## src/rtl/fjpe_pkg.sv

```systemverilog
package fjpe_pkg;

  // Result kinds carried on the output tuser.
  localparam logic [2:0] KIND_KEY     = 3'd0;
  localparam logic [2:0] KIND_VAL     = 3'd1;
  localparam logic [2:0] KIND_DONE    = 3'd2;
  localparam logic [2:0] KIND_DISCARD = 3'd3;
  localparam logic [2:0] KIND_END     = 3'd4;

  // Byte codes the parser looks for.
  localparam logic [7:0] CH_QUOTE  = 8'h22;
  localparam logic [7:0] CH_BSLASH = 8'h5C;
  localparam logic [7:0] CH_COLON  = 8'h3A;
  localparam logic [7:0] CH_LBRACE = 8'h7B;
  localparam logic [7:0] CH_LBRACK = 8'h5B;
  localparam logic [7:0] CH_RBRACE = 8'h7D;
  localparam logic [7:0] CH_RBRACK = 8'h5D;
  localparam logic [7:0] CH_COMMA  = 8'h2C;
  localparam logic [7:0] CH_N      = 8'h6E;
  localparam logic [7:0] CH_T      = 8'h74;
  localparam logic [7:0] CH_LF     = 8'h0A;
  localparam logic [7:0] CH_TAB    = 8'h09;
  localparam logic [7:0] CH_CR     = 8'h0D;
  localparam logic [7:0] CH_SPACE  = 8'h20;

  localparam int unsigned MAX_RES = 3;

  typedef struct packed {
    logic [2:0] kind;
    logic [7:0] text;
    logic       last;
  } res_t;

  // All results caused by one input byte; only the first cnt entries count.
  typedef struct packed {
    logic [1:0]       cnt;
    res_t [MAX_RES-1:0] item;
  } step_t;

  function automatic logic is_ws(input logic [7:0] b);
    return ((b >= CH_TAB) && (b <= CH_CR)) || (b == CH_SPACE);
  endfunction

  function automatic logic is_term(input logic [7:0] b);
    return (b == CH_COMMA) || (b == CH_RBRACE) || (b == CH_RBRACK) || is_ws(b);
  endfunction

  function automatic logic [7:0] unescape(input logic [7:0] b);
    logic [7:0] r;
    r = b;
    if (b == CH_N) begin
      r = CH_LF;
    end else if (b == CH_T) begin
      r = CH_TAB;
    end
    return r;
  endfunction

  function automatic res_t mk_res(input logic [2:0] kind, input logic [7:0] b);
    res_t r;
    r.kind = kind;
    r.text = ((kind == KIND_KEY) || (kind == KIND_VAL)) ? b : 8'd0;
    r.last = 1'b0;
    return r;
  endfunction

endpackage

```

## src/rtl/fjpe_parse.sv

```systemverilog
module fjpe_parse #(
  parameter int unsigned MAX_NEST = 255
) (
  input  logic                clk,
  input  logic                rst_n,
  input  logic                step_en,
  input  logic [7:0]          data_byte,
  input  logic                final_byte,
  output fjpe_pkg::step_t     step
);

  localparam int unsigned DEPTH_W = $clog2(MAX_NEST + 1);

  typedef enum logic [3:0] {
    PH_SEEK,
    PH_KEY,
    PH_AFTER_KEY,
    PH_KEY_ESC,
    PH_AFTER_COL,
    PH_VSTR,
    PH_VSTR_ESC,
    PH_NEST,
    PH_VBARE
  } phase_t;

  phase_t                  phase_r;
  phase_t                  phase_nxt;
  phase_t                  phase_mid;
  logic [DEPTH_W-1:0]      depth_r;
  logic [DEPTH_W-1:0]      depth_nxt;
  logic [DEPTH_W-1:0]      depth_dec;
  logic [1:0]              n_c;
  fjpe_pkg::res_t [fjpe_pkg::MAX_RES-1:0] items_c;

  assign depth_dec = (depth_r != '0) ? depth_r - DEPTH_W'(1) : depth_r;

  always_comb begin
    phase_mid = phase_r;
    phase_nxt = phase_r;
    depth_nxt = depth_r;
    items_c   = '0;
    n_c       = 2'd0;

    case (phase_r)
      PH_KEY: begin
        if (data_byte == fjpe_pkg::CH_QUOTE) begin
          phase_mid = PH_AFTER_KEY;
        end else if ((data_byte == fjpe_pkg::CH_BSLASH) && !final_byte) begin
          phase_mid = PH_KEY_ESC;
        end else begin
          items_c[n_c] = fjpe_pkg::mk_res(fjpe_pkg::KIND_KEY, data_byte);
          n_c = n_c + 2'd1;
        end
      end
      PH_KEY_ESC: begin
        items_c[n_c] = fjpe_pkg::mk_res(fjpe_pkg::KIND_KEY, fjpe_pkg::unescape(data_byte));
        n_c = n_c + 2'd1;
        phase_mid = PH_KEY;
      end
      PH_AFTER_KEY, PH_AFTER_COL: begin
        if (fjpe_pkg::is_ws(data_byte)) begin
          phase_mid = phase_r;
        end else if ((phase_r == PH_AFTER_KEY) && (data_byte == fjpe_pkg::CH_COLON)) begin
          phase_mid = PH_AFTER_COL;
        end else if (data_byte == fjpe_pkg::CH_QUOTE) begin
          phase_mid = PH_VSTR;
        end else if ((data_byte == fjpe_pkg::CH_LBRACE) ||
                     (data_byte == fjpe_pkg::CH_LBRACK)) begin
          // Nested values are skipped and their key is dropped.
          items_c[n_c] = fjpe_pkg::mk_res(fjpe_pkg::KIND_DISCARD, 8'd0);
          n_c = n_c + 2'd1;
          depth_nxt = DEPTH_W'(1);
          phase_mid = PH_NEST;
        end else if (fjpe_pkg::is_term(data_byte)) begin
          items_c[n_c] = fjpe_pkg::mk_res(fjpe_pkg::KIND_DONE, 8'd0);
          n_c = n_c + 2'd1;
          phase_mid = PH_SEEK;
        end else begin
          items_c[n_c] = fjpe_pkg::mk_res(fjpe_pkg::KIND_VAL, data_byte);
          n_c = n_c + 2'd1;
          phase_mid = PH_VBARE;
        end
      end
      PH_VSTR: begin
        if (data_byte == fjpe_pkg::CH_QUOTE) begin
          items_c[n_c] = fjpe_pkg::mk_res(fjpe_pkg::KIND_DONE, 8'd0);
          n_c = n_c + 2'd1;
          phase_mid = PH_SEEK;
        end else if ((data_byte == fjpe_pkg::CH_BSLASH) && !final_byte) begin
          phase_mid = PH_VSTR_ESC;
        end else begin
          items_c[n_c] = fjpe_pkg::mk_res(fjpe_pkg::KIND_VAL, data_byte);
          n_c = n_c + 2'd1;
        end
      end
      PH_VSTR_ESC: begin
        items_c[n_c] = fjpe_pkg::mk_res(fjpe_pkg::KIND_VAL, fjpe_pkg::unescape(data_byte));
        n_c = n_c + 2'd1;
        phase_mid = PH_VSTR;
      end
      PH_NEST: begin
        if ((data_byte == fjpe_pkg::CH_LBRACE) || (data_byte == fjpe_pkg::CH_LBRACK)) begin
          if (depth_r < DEPTH_W'(MAX_NEST)) begin
            depth_nxt = depth_r + DEPTH_W'(1);
          end
        end else if ((data_byte == fjpe_pkg::CH_RBRACE) ||
                     (data_byte == fjpe_pkg::CH_RBRACK)) begin
          depth_nxt = depth_dec;
          if (depth_dec == '0) begin
            phase_mid = PH_SEEK;
          end
        end
      end
      PH_VBARE: begin
        if (fjpe_pkg::is_term(data_byte)) begin
          items_c[n_c] = fjpe_pkg::mk_res(fjpe_pkg::KIND_DONE, 8'd0);
          n_c = n_c + 2'd1;
          phase_mid = PH_SEEK;
        end else begin
          items_c[n_c] = fjpe_pkg::mk_res(fjpe_pkg::KIND_VAL, data_byte);
          n_c = n_c + 2'd1;
        end
      end
      default: begin
        phase_mid = (data_byte == fjpe_pkg::CH_QUOTE) ? PH_KEY : PH_SEEK;
      end
    endcase

    phase_nxt = phase_mid;

    // At the end of the body an open value completes, an open key is dropped, and an end mark always follows.
    if (final_byte) begin
      case (phase_mid)
        PH_VSTR, PH_VSTR_ESC, PH_VBARE: begin
          items_c[n_c] = fjpe_pkg::mk_res(fjpe_pkg::KIND_DONE, 8'd0);
          n_c = n_c + 2'd1;
        end
        PH_KEY, PH_KEY_ESC, PH_AFTER_KEY, PH_AFTER_COL: begin
          items_c[n_c] = fjpe_pkg::mk_res(fjpe_pkg::KIND_DISCARD, 8'd0);
          n_c = n_c + 2'd1;
        end
        default: begin
        end
      endcase
      items_c[n_c] = fjpe_pkg::mk_res(fjpe_pkg::KIND_END, 8'd0);
      n_c = n_c + 2'd1;
      phase_nxt = PH_SEEK;
      depth_nxt = '0;
    end

    if (n_c != 2'd0) begin
      items_c[n_c - 2'd1].last = 1'b1;
    end
  end

  assign step.cnt  = n_c;
  assign step.item = items_c;

  always_ff @(posedge clk) begin
    if (!rst_n) begin
      phase_r <= PH_SEEK;
      depth_r <= '0;
    end else if (step_en) begin
      phase_r <= phase_nxt;
      depth_r <= depth_nxt;
    end
  end

`ifndef SYNTHESIS
  a_depth_only_nested: assert property (@(posedge clk) disable iff (!rst_n)
    (depth_r != '0) |-> (phase_r == PH_NEST))
    else $error("nesting depth is nonzero outside a nested value");

  a_nested_has_depth: assert property (@(posedge clk) disable iff (!rst_n)
    (phase_r == PH_NEST) |-> (depth_r != '0))
    else $error("nested value open with zero depth");

  a_end_resets: assert property (@(posedge clk) disable iff (!rst_n)
    (step_en && final_byte) |=> ((phase_r == PH_SEEK) && (depth_r == '0)))
    else $error("parser not back to seek after the last byte of a body");
`endif

endmodule

```

## src/rtl/flat_json_pair_extractor_unit.sv

```systemverilog
// Results of an accepted byte enter a registered queue whose head drives the output.
// Throughput: one byte per cycle while each byte yields at most one result and out_tready
// stays high; a byte that yields two or three results holds the input until the queue is
// down to one entry, since the single output port drains the queue one entry per cycle.
// Reset: synchronous, active low; it empties the result queue and returns the parser to
// seeking a key with zero nesting depth.
module flat_json_pair_extractor_unit #(
  parameter int unsigned MAX_NEST = 255
) (
  input  logic       clk,
  input  logic       rst_n,

  input  logic       in_tvalid,
  output logic       in_tready,
  input  logic [7:0] in_tdata,   // [7:0] data_byte
  input  logic       in_tlast,   // final_byte

  output logic       out_tvalid,
  input  logic       out_tready,
  output logic [7:0] out_tdata,  // [7:0] text_byte
  output logic [2:0] out_tuser,  // [2:0] kind
  output logic       out_tlast   // run_last
);

  localparam int unsigned QDEPTH = 4;

  fjpe_pkg::step_t        step;
  fjpe_pkg::res_t         queue_r [QDEPTH];
  logic [1:0]             wr_ptr_r;
  logic [1:0]             wr_ptr_nxt;
  logic [1:0]             rd_ptr_r;
  logic [1:0]             rd_ptr_nxt;
  logic [2:0]             count_r;
  logic [2:0]             count_nxt;
  logic [1:0]             push_cnt;
  logic                   in_acc;
  logic                   out_acc;
  fjpe_pkg::res_t         head;

  // Room for a full three-result transaction must be there before a byte is taken.
  assign in_tready = (count_r <= 3'd1);
  assign in_acc    = in_tvalid && in_tready;
  assign out_acc   = out_tvalid && out_tready;
  assign push_cnt  = in_acc ? step.cnt : 2'd0;

  fjpe_parse #(
    .MAX_NEST(MAX_NEST)
  ) u_parse (
    .clk       (clk),
    .rst_n     (rst_n),
    .step_en   (in_acc),
    .data_byte (in_tdata),
    .final_byte(in_tlast),
    .step      (step)
  );

  assign head       = queue_r[rd_ptr_r];
  assign out_tvalid = (count_r != 3'd0);
  assign out_tdata  = head.text;
  assign out_tuser  = head.kind;
  assign out_tlast  = head.last;

  assign wr_ptr_nxt = wr_ptr_r + push_cnt;
  assign rd_ptr_nxt = rd_ptr_r + {1'b0, out_acc};
  assign count_nxt  = count_r + {1'b0, push_cnt} - {2'b00, out_acc};

  always_ff @(posedge clk) begin
    if (!rst_n) begin
      wr_ptr_r <= '0;
      rd_ptr_r <= '0;
      count_r  <= '0;
    end else begin
      wr_ptr_r <= wr_ptr_nxt;
      rd_ptr_r <= rd_ptr_nxt;
      count_r  <= count_nxt;
    end
  end

  always_ff @(posedge clk) begin
    for (int i = 0; i < int'(fjpe_pkg::MAX_RES); i++) begin
      if (2'(i) < push_cnt) begin
        queue_r[wr_ptr_r + 2'(i)] <= step.item[i];
      end
    end
  end

`ifndef SYNTHESIS
  a_queue_bound: assert property (@(posedge clk) disable iff (!rst_n)
    count_r <= 3'(QDEPTH))
    else $error("result queue overflow");

  a_kind_range: assert property (@(posedge clk) disable iff (!rst_n)
    out_tvalid |-> (out_tuser == fjpe_pkg::KIND_KEY) || (out_tuser == fjpe_pkg::KIND_VAL) ||
                   (out_tuser == fjpe_pkg::KIND_DONE) ||
                   (out_tuser == fjpe_pkg::KIND_DISCARD) ||
                   (out_tuser == fjpe_pkg::KIND_END))
    else $error("result kind out of range");

  a_mark_text_zero: assert property (@(posedge clk) disable iff (!rst_n)
    (out_tvalid && (out_tuser != fjpe_pkg::KIND_KEY) && (out_tuser != fjpe_pkg::KIND_VAL))
      |-> (out_tdata == 8'd0))
    else $error("mark result carries a nonzero text byte");

  a_end_is_last: assert property (@(posedge clk) disable iff (!rst_n)
    (out_tvalid && (out_tuser == fjpe_pkg::KIND_END)) |-> out_tlast)
    else $error("end-of-body mark not flagged as the last result of its byte");
`endif

endmodule

```

## config.mk

```make
export PLATFORM = sky130hd
export DESIGN_NAME = flat_json_pair_extractor_unit
export DESIGN_NICKNAME = d
export VERILOG_FILES = /design/src/rtl/fjpe_pkg.sv /design/src/rtl/fjpe_parse.sv /design/src/rtl/flat_json_pair_extractor_unit.sv
export SDC_FILE = /design/constraint.sdc
export NUM_CORES = 1
export LEC_CHECK = 0
export BUFFER_PORTS_ARGS = -buffer_cell sky130_fd_sc_hd__buf_2
export CORE_MARGIN = 2
export CORE_UTILIZATION = 57
export DETAILED_ROUTE_END_ITERATION = 7
export PLACE_DENSITY = 0.78
export SYNTH_ARGS = -nofsm -noshare
export SYNTH_HDL_FRONTEND = slang
export SYNTH_HIERARCHICAL = 1
export SYNTH_SLANG_ARGS = --single-unit
```

## constraint.sdc

```tcl
create_clock -name clk -period 4.5 [get_ports clk]
set_clock_uncertainty 0.15 [all_clocks]
set_input_delay 0.45 -clock clk [delete_from_list [all_inputs] [get_ports clk]]
set_output_delay 0.45 -clock clk [all_outputs]
set_load 0.01 [all_outputs]
```

==> reports/qor.txt <==
Status: finished clean
Compound-Gate Fraction of Synth Area: 22.2%
WS Path Type: reg2reg
Routed vias/inst: 6.86
Hold Violations, Final: 0
First-pass DRT Iterations: 6
# DRC: 0
Slowest CP cell: o311ai_0
Setup bufs post-CTS: 0
Commonest non-fill, non-tap cell in the layout: o21ai_0
Post-Place Setup Slack: -0.0109 ns
Max stage delay on crit path: 0.48 ns
CTS Root Cell: clkbuf_8
LEAKAGE: 0.00216 uW
Area grow syn2layout: 6.43%
Post-Synth XOR/XNOR Area: 1.30%
Most frequent cells in the layout: o21ai_0, nor3_1, edfxtp_1, buf_4, a31oi_1
Final Non-Filler Cells: 846
Vias in the first global route: 5564
Initial antenna violation count: 0
Main combinational cell family by area after synthesis: simple AND/OR/NAND/NOR gates
Starting Density: 58.8%
Register area share after synthesis: 30.0%
Hold/Removal Path Class: in2reg
Synth Flop Type: edfxtp_1
DR vias: 5802
Finish-stage setup viols: 0
CTS Buf Count: 9
Num ports: 27
Max-slew headroom: 33.5%
Grt ovf: 0
Critical path cell sequence: or4b_4 > nor2_1 > o211a_1 > o311ai_0 > o211ai_1 > o21a_1 > ha_1 > and2_1 > nor2_1 > and2_1 > inv_1 > ha_1 > inv_1 > ha_1 > fa_1 > nor3_1 > and3b_1
Clock Sinks: 67
Post-Route WL: 17100 um
Row count: 37
Final worst path period share: 92.4%
CP required: 4.60 ns
Clk buf depth: 2
DIE AREA: 0.0115 mm^2
Skew-Pair Late Insertion Delay: 0.35 ns
CP Launch Type: flip-flop
Cells after Synth: 694
FF+latch count, synth: 67
Largest net degree at the start of global routing: 50
# resized after CTS: 0
Max FO, Critical Path: 7
Die height: 107 um
IO Port Bufs: 26
CP endpoint kind: flip-flop
Post-Syn Area: 0.00607 mm^2
Simple-Gate Fraction of Synth Area: 28.5%
Synth Area in Adders: 2.19%
Post-synthesis mux area share: 4.95%
WL/cell: 20.3 um
Crit path top cell by count: ha_1
Max Transition Viols Final: 0
Max Cap Viol: 0
CTS tree: built
First-pass GRT wire length: 28200 um
Overall die width: 107 um
Core area: 0.0103 mm^2
1st-iter DRT viols: 515
Number of flops mapped to enable cells by yosys: 48
HPWL after detailed placement: 11600 um
VDD IR max: 0.209 mV
H-tree levels: 3
Clock transition at path regs: 0.08 ns
Critical path arrival: 4.26 ns
Fin crit period: 4.16 ns
Placed insts: 830
Layout cell share with drive strength beyond 1: 18.5%
Async S/R FF share, synth: 0%
Diode count: 0
Syn avg cell area: 8.75 um^2
Final ANT Viol Nets: 0
Tot GR Track Use: 30.8%
Fin nets: 728
Setup ws final: 0.344 ns
Final GP Congestion: 0.969
Worst-Margin Slew: 0.996 ns
Maximum clock frequency: 241 MHz
Post-CTS Hold Buffers: 0
YS warnings: 6
CP Buf/Inv Count: 2
Pwr/cell area: 300 mW/mm^2
Top delay family on crit path: adder cells
Synth cell types: 92
RSZ-0062 raised after global routing: false
Fill count: 873
layer usage:
layer | vias up | wire length [um] | part of all wire, % | global-route usage (%)
met3 | 78 | 1520 | 8.9 | 5.90
met5 | - | 0 | 0 | 0
met2 | 344 | 8290 | 48 | 51.4
met4 | 0 | 742 | 4.3 | 14.9
li1 | 2647 | - | - | -
met1 | 2733 | 6590 | 38 | 38.2
power by group:
group | switching [uW] | leakage, uW | internal [uW]
logic | 258 | 0.00143 | 215
registers | 75.6 | 0.000601 | 695
clock network | 266 | 0.000134 | 429
final timing paths:
path	from	to	slack (ns)	cells past startpoint
worst max register to register	u_parse/phase_r[0]	count_r[2]	0.34	17
worst min register to register	u_parse/depth_r[4]	u_parse/depth_r[4]	0.40	2
worst max-delay path	u_parse/phase_r[0]	count_r[2]	0.34	17
worst min-delay path	rst_n	u_parse/phase_r[3]	0.36	2
cell usage after synthesis (14+ instances only):
| library cell | count | area (um^2) |
|---|---|---|
| nand2_1 | 33 | 124 |
| inv_1 | 17 | 63.8 |
| nand4_1 | 17 | 106 |
| clkbuf_1 | 17 | 63.8 |
| a31oi_1 | 39 | 244 |
| buf_4 | 28 | 210 |
| buf_2 | 18 | 90.1 |
| edfxtp_1 | 48 | 1440 |
| a21oi_1 | 30 | 150 |
| o21ai_0 | 69 | 345 |
| dfxtp_1 | 19 | 380 |
| nand3_1 | 29 | 145 |
| nor2_1 | 24 | 90.1 |
| nand4b_1 | 14 | 123 |
| and2_1 | 20 | 125 |
| nor3_1 | 56 | 280 |
logic make-up (layout without fill, tap and decap cells):
kind of cell	Yosys count	count (layout)
AO/OA/AOI/OAI	209	209
other	1	18
adder cells (fa/ha/maj)	10	10
multiplexers	15	15
buffers and inverters	102	101
flip-flops	67	67
AND/OR/NAND/NOR	281	281
XOR/XNOR	9	9
registers in the layout, indices dropped and copies added (netlist names):
register and flops:
rd_ptr_r 2, u_parse/depth_r 8, wr_ptr_r 2, queue_r 48, count_r 3, u_parse/phase_r 4
through the flow:
step / instance area (um^2) / TNS, ns / hold WS [ns] / total power (uW) / utilization (%)
2_1_floorplan: 6140 / 0 / 0.349 / 1100 / -
3_3_place_gp: 6190 / 0 / 0.377 / 1230 / 60.0
3_5_place_dp: 6190 / -0.0109 / 0.387 / 1250 / 60.0
4_1_cts: 6460 / 0 / 0.364 / 1930 / 62.6
5_1_grt: 6460 / 0 / 0.402 / 2010 / 62.6
6_report: 6460 / 0 / 0.364 / 1940 / 62.6
layout make-up:
| cell class | instances | area, um^2 | area share [%] |
|---|---|---|---|
| clock inverters | 7 | 146 | 2.27 |
| repair buffers | 67 | 450 | 6.97 |
| well taps | 136 | 170 | 2.63 |
| clock buffers | 9 | 124 | 1.92 |
| inverters | 18 | 67.6 | 1.05 |
| flip-flops and latches | 67 | 1820 | 28.2 |
| multi-input cells | 542 | 3680 | 57.0 |
Note: power is estimated with default switching activity, not from simulation.
